**src/sv/cst_pkg.sv**
```systemverilog
// Package with shared types and codes for the counting semaphore table.
`timescale 1ns / 1ps
package cst_pkg;

  typedef enum logic [1:0] {
    ACT_OPEN  = 2'd0,
    ACT_WAIT  = 2'd1,
    ACT_POST  = 2'd2,
    ACT_CLOSE = 2'd3
  } action_e;

  typedef enum logic [1:0] {
    ST_OK    = 2'd0,
    ST_ERROR = 2'd1,
    ST_FREED = 2'd2
  } status_e;

  localparam int unsigned KeyW = 32;
  localparam int unsigned CountW = 16;
  localparam int unsigned PidW = 16;
  localparam int unsigned ListenW = 8;
  localparam int unsigned SlotOutW = 4;

  typedef struct packed {
    logic [1:0]     action;
    logic [31:0]    sem_id;
    logic [15:0]    init_value;
    logic [15:0]    caller_pid;
  } req_t;

  typedef struct packed {
    logic [1:0]     status;
    logic [3:0]     slot_index;
    logic           caller_blocked;
    logic           wake_valid;
    logic [15:0]    wake_pid;
    logic           last_result;
  } rsp_t;

endpackage

```
**src/sv/cst_queue_mem.sv**
```systemverilog
// Wait queue memory: one circular FIFO region per slot, registered read.
`timescale 1ns / 1ps
module cst_queue_mem import cst_pkg::*; #(
  parameter int unsigned SlotW = 4,
  parameter int unsigned QPtrW = 4,
  parameter int unsigned Depth = 256
) (
  input  logic                   clk_i,
  input  logic                   we_i,
  input  logic [SlotW+QPtrW-1:0] waddr_i,
  input  logic [PidW-1:0]        wdata_i,
  input  logic [SlotW+QPtrW-1:0] raddr_i,
  output logic [PidW-1:0]        rdata_o
);
  logic [PidW-1:0] mem [Depth];

  always_ff @(posedge clk_i) begin
    if (we_i) begin
      mem[waddr_i] <= wdata_i;
    end
    rdata_o <= mem[raddr_i];
  end
endmodule
```
**config.mk**
```make
export PLATFORM = sky130hd
export DESIGN_NAME = cst_queue_mem
export DESIGN_NICKNAME = d
export VERILOG_FILES = /design/src/sv/cst_pkg.sv /design/src/sv/cst_queue_mem.sv
export SDC_FILE = /design/constraint.sdc
export NUM_CORES = 2
export LEC_CHECK = 0
export BUFFER_PORTS_ARGS = -buffer_cell sky130_fd_sc_hd__buf_2
export CAP_MARGIN = 20
export CORE_ASPECT_RATIO = 1.1
export CORE_MARGIN = 3
export CORE_UTILIZATION = 50
export CTS_CLUSTER_SIZE = 16
export DETAILED_ROUTE_END_ITERATION = 7
export GPL_TIMING_DRIVEN = 0
export PLACE_DENSITY = 0.65
export REMOVE_ABC_BUFFERS = 1
export SETUP_SLACK_MARGIN = 0.05
export SLEW_MARGIN = 20
export SYNTH_ARGS = -nofsm -noshare
export SYNTH_HDL_FRONTEND = slang
export SYNTH_SLANG_ARGS = --single-unit
```
**constraint.sdc**
```tcl
create_clock -name clk_i -period 3.3 [get_ports clk_i]
set_input_delay 0.66 -clock clk_i [delete_from_list [all_inputs] [get_ports clk_i]]
set_output_delay 0.66 -clock clk_i [all_outputs]
set_load 0.01 [all_outputs]
```
# After elaboration in Yosys (flattened, before gate mapping)
# Memories as Yosys holds them, arrays and structs flattened. A register that Yosys moved wholly into a read port is not among the register bits.
# Cells that the tools add are included.
totals:
  regBits: 0
  latch_bits: 0
  ram_bits: 4096
  romBits: 0
  in_bits: 34
  out_inout_bits: 16
  wordCells: 3
  n_memories: 1
classes:
  add_sub_neg: 0
  multipliers: 0
  div_mod_pow: 0
  magnitude_cmp: 0
  n_eq_ne: 0
  shift: 0
  muxes: 2
  bitwise: 0
  reduce_logical: 0
memory_table:
  columns: ["name", "depth", "width", "read_ports", "rd_clocked_by_memory_dff", "wr", "line_no", "text"]
  rows:
  - ["mem", 256, 16, 1, 1, 1, "cst_queue_mem.sv:15", "logic [PidW-1:0] mem [Depth];"]
ops:
  columns: ["operator", "n"]
  rows:
  - ["1-bit 2-to-1 mux", 2]

# Logic depth before layout (Yosys ltp)
depth:
  word_depth: 2
  ltp_mapped: 12
  ltp_nobuf: 6

# Worst setup path before layout
# OpenSTA, ideal clock, no wires.
synth_timing:
  kind: "in2reg"
  startpoint: "input port waddr_i[3]"
  endpoint: "memory mem[235][0], enable pin"
  setup_time_ns: 0.388
  arrival_time_ns: 2.437
  required_time_ns: 2.912
  slack_ns: 0.475
  stages: 6
  n_path_buf: 3
  path_cell_list: "clkbuf_1 > nor2b_1 > clkbuf_1 > nand4_1 > clkbuf_1 > nor2_1"
synth_rtl:
  columns: ["element", "line_no", "text"]
  rows:
  - ["start, declared", "cst_queue_mem.sv:10", "input logic [SlotW+QPtrW-1:0] waddr_i,"]
  - ["end, declared", "cst_queue_mem.sv:15", null]
# Straight into the memory's write port.

==> metrics.md <==
| Metric | Value |
|---|---|
| Status | finished, violations left |
| Failing checks | negative setup slack |
| DRC | 0 |
| Mean area per synthesized cell | ~22 um^2 |
| Routed vias/inst | ~6.5 |
| Clock Latency Late Sink | about 0.91 ns |
| Critical Path RT | just over 4 ns |
| Critical path class | input port to flip-flop |
| Final total power | 0.1088 W |
| Synth top area share | 77.50% |
| Measured slew at the worst slew-check pin | approximately 1.1 ns |
| Die Wd | roughly 540 um |
| Row count | around 220 |
| Drt pass-1 iters | 8 |
| Area Overhead vs Synth | 15.89% |
| Slowest cell on crit path | nor2_2 |
| CTS Buffer Depth | 4 |
| Synth Instances | 7360 |
| Synth top area cells | edfxtp_1 (77%), mux4_2 (11%), mux2i_1 (3.6%) |
| Vias | about 79000 |
| Leak | 57.96 nW |
| CTS tree | yes |
| Worst-path clk slew | around 0.06 ns |
| Share of layout cells above drive strength 1 | approximately 29% |
| Switching Share | roughly a fifth |
| PwrDens | around 590 nW/um^2 |
| Commonest non-fill, non-tap cells in the layout | edfxtp_1 (4096), mux4_2 (797), mux2i_1 (565), clkbuf_16 (397), o221ai_1 (227) |
| Sinks on Clock Net | 4112 |
| VDD IR max | roughly 0.43 mV |
| Post-synth cell types | between 50 and 60 |
| Pin count of the biggest net entering global routing | around 140 |
| Pre-CTS WS | -3.936 ns |
| Area of the mapped netlist | about 160000 um^2 |
| Initial antenna violation count | 19 |
| Crit path cell chain | buf_12 > nor2_2 > a221oi_1 > o21ai_0 > nand4_1 > or4b_1 > nor4_4 |
| Worst Hold Path Cells | 1 |
| Hold Crit Endpoint | mem[86][4]$_DFFE_PP_ |
| Fin Setup TNS | -0.4621 ns |
| Vias in the first global route | 78338 |
| WL per Instance | around 35 um |
| Fin crit period | 3.488 ns |
| Post-synthesis sequential area ratio | between 70 and 80% |
| Switching power | 0.02310 W |
| Endpoint type of the worst setup path | flip-flop |
| Rel. slew slack | between 20 and 30% |
| HP Class | input port to flip-flop |
| Most common cell after layout, fill and taps aside | edfxtp_1 |
| Initial Utilization | 50.32% |
| Crit Reg-Reg Startpoint | mem[139][1]$_DFFE_PP_ |
| Max cap viols | 0 |
| R2r worst-path depth | 6 |
| Die Y | ~600 um |
| IO Pins | 50 |
| Setup ws final | -0.1879 ns |
| Comb power frac | 5.6% |
| Final period util | 105.7% |
| Fmax | 0.2867 GHz |
| Routed wire length | between 400000 and 500000 um |
| Critical path data arrival time | approximately 4.2 ns |
| R2r endpoint | rdata_o[1]$_DFF_P_ |
| Clk pwr share | 41.4% |
| Slew Limit Fails | 0 |
| Final setup violation count | 8 |
| Port Buffers | roughly 50 |
| Nets@finish | between 7000 and 8000 |
| Number of synthesized flops with an enable pin | approximately 4000 |
| Top_reg_cell synth | edfxtp_1 |
| Internal power | 0.08566 W |
| Post-DRT Antenna Nets | 0 |
| Flop pwr share | 53.0% |
| CP peak stage delay | 0.79 ns |
| Synth area leader | edfxtp_1 |
| Unrepaired setup endpoints after global routing | true |
| Yosys reg bits | 4112 |
| Total grt overflow | 0 |
| Placed cells | approximately 11000 |
| Critical path fanouts, max | slightly above 50 |
| Hold Path Origin | wdata_i[4] |
| Die ar. | 324200 um^2 |
| Ys async rst share | 0% |
| Core area | 315400 um^2 |
| Total Routing Usage GR | about a quarter |
| Yosys warning total | 0 |
| Cts bufs inserted | ~400 |
| DR iter-0 viols | approximately 10000 |
| Routability cong. | roughly 0.85 |
| Max Clock Skew | around 0.041 ns |
| Final hold vios | 0 |
| Hold Slack | between 0.1 and 0.15 ns |
| First-pass GRT wire length | between 500000 and 600000 um |
| Dpl hpwl | about 240000 um |
| Critical Path Start Type | input port |
| H-tree Lvls | 5 |
| Finished Layout Cells | 12183 |
| FF-to-FF setup slack | ~0.43 ns |
| Clk root buf | clkbuf_16 |
## layout make-up
| class | instances | area, um^2 |
|---|---|---|
| well taps | 4142 | 5182 |
| clock buffers | 473 | 10290 |
| flip-flops and latches | 4112 | 123300 |
| multi-input cells | 2795 | 35360 |
| repair buffers | 405 | 7267 |
| clock inverters | 241 | 2455 |
| inverters | 4 | 37.54 |
| diodes | 11 | 27.53 |
| fillers | 21799 | 131500 |
## power by group through the flow
| stage | logic [W] | registers [W] | clock network (W) |
|---|---|---|---|
| after floorplan | 0.00212 | 0.0587 | 0 |
| after global placement | 0.00863 | 0.0590 | 0 |
| after detailed placement | 0.00544 | 0.0588 | 0 |
| after CTS | 0.00610 | 0.0576 | 0.0455 |
| after global routing | 0.00635 | 0.0576 | 0.0475 |
| final | 0.00613 | 0.0576 | 0.0450 |
## metal layers
layer | vias up | wire length (um) | global-route usage [%]
met1 | 42199 | 161900 | 36.34
met5 | - | 13 | 0
li1 | 32110 | - | -
met2 | 4066 | 201700 | 40.58
met3 | 726 | 39890 | 5.336
met4 | 2 | 17250 | 9.109
## cells in the mapped netlist (all sizes together), types with 38 or more instances
| master | instances |
|---|---|
| edfxtp | 4096 |
| mux4 | 797 |
| mux2i | 565 |
| nor2 | 304 |
| o221ai | 253 |
| clkbuf | 230 |
| buf | 222 |
| a21oi | 175 |
| o22ai | 148 |
| nor3 | 92 |
| mux2 | 88 |
| a22oi | 43 |
| nand2 | 38 |
| o21ai | 38 |
## worst max path at each step
stage / endpoint / slack (ns) / startpoint / cells after the start
after floorplan: rdata_o[4]$_DFF_P_ / -3.86 / raddr_i[2] / 6
after global placement: rdata_o[15]$_DFF_P_ / -54.40 / raddr_i[1] / 7
after detailed placement: rdata_o[10]$_DFF_P_ / -3.94 / raddr_i[0] / 11
after CTS: rdata_o[15]$_DFF_P_ / 0.05 / raddr_i[1] / 10
after global routing: rdata_o[13]$_DFF_P_ / 0.02 / raddr_i[2] / 11
final: rdata_o[4]$_DFF_P_ / -0.19 / raddr_i[2] / 7
## sequential cells by signal (all words and copies together) (netlist names)
| name | count |
|---|---|
| mem | 4096 |
| rdata_o | 16 |
## through the flow
step	cell area (um^2)	utilization, %
global placement	161500	51.20
CTS	183800	58.28
detailed placement	168000	53.25
finish	183900	58.32
floorplan	156000	-
global route	183900	58.31
## worst max-delay path, delay by kind of cell
kind / cells / cell delay (ns)
AOI/OAI and AO/OA: 2 / 0.75
and+or+nand+nor: 4 / 2.40
buffers and inverters: 1 / 0.16
## cells by family (layout without fill, tap and decap cells)
family	count (synthesis)	count (layout)	share of synthesized area, %
flops	4112	4112	77.70
mux	1450	1450	15.50
compound gates	786	786	3.537
simple gates	556	559	1.574
other cells	0	11	0
buf+inv	456	1123	1.693
## timing repair
action	in CTS	in global routing
resized for setup	164	16
hold buffers	0	0
pin swaps	29	11
endpoints found under the hold margin	0	0
endpoints found under the setup margin	16	65
buffers inserted	21	0
cloned	59	1
Power figures use the tool's default switching activity.
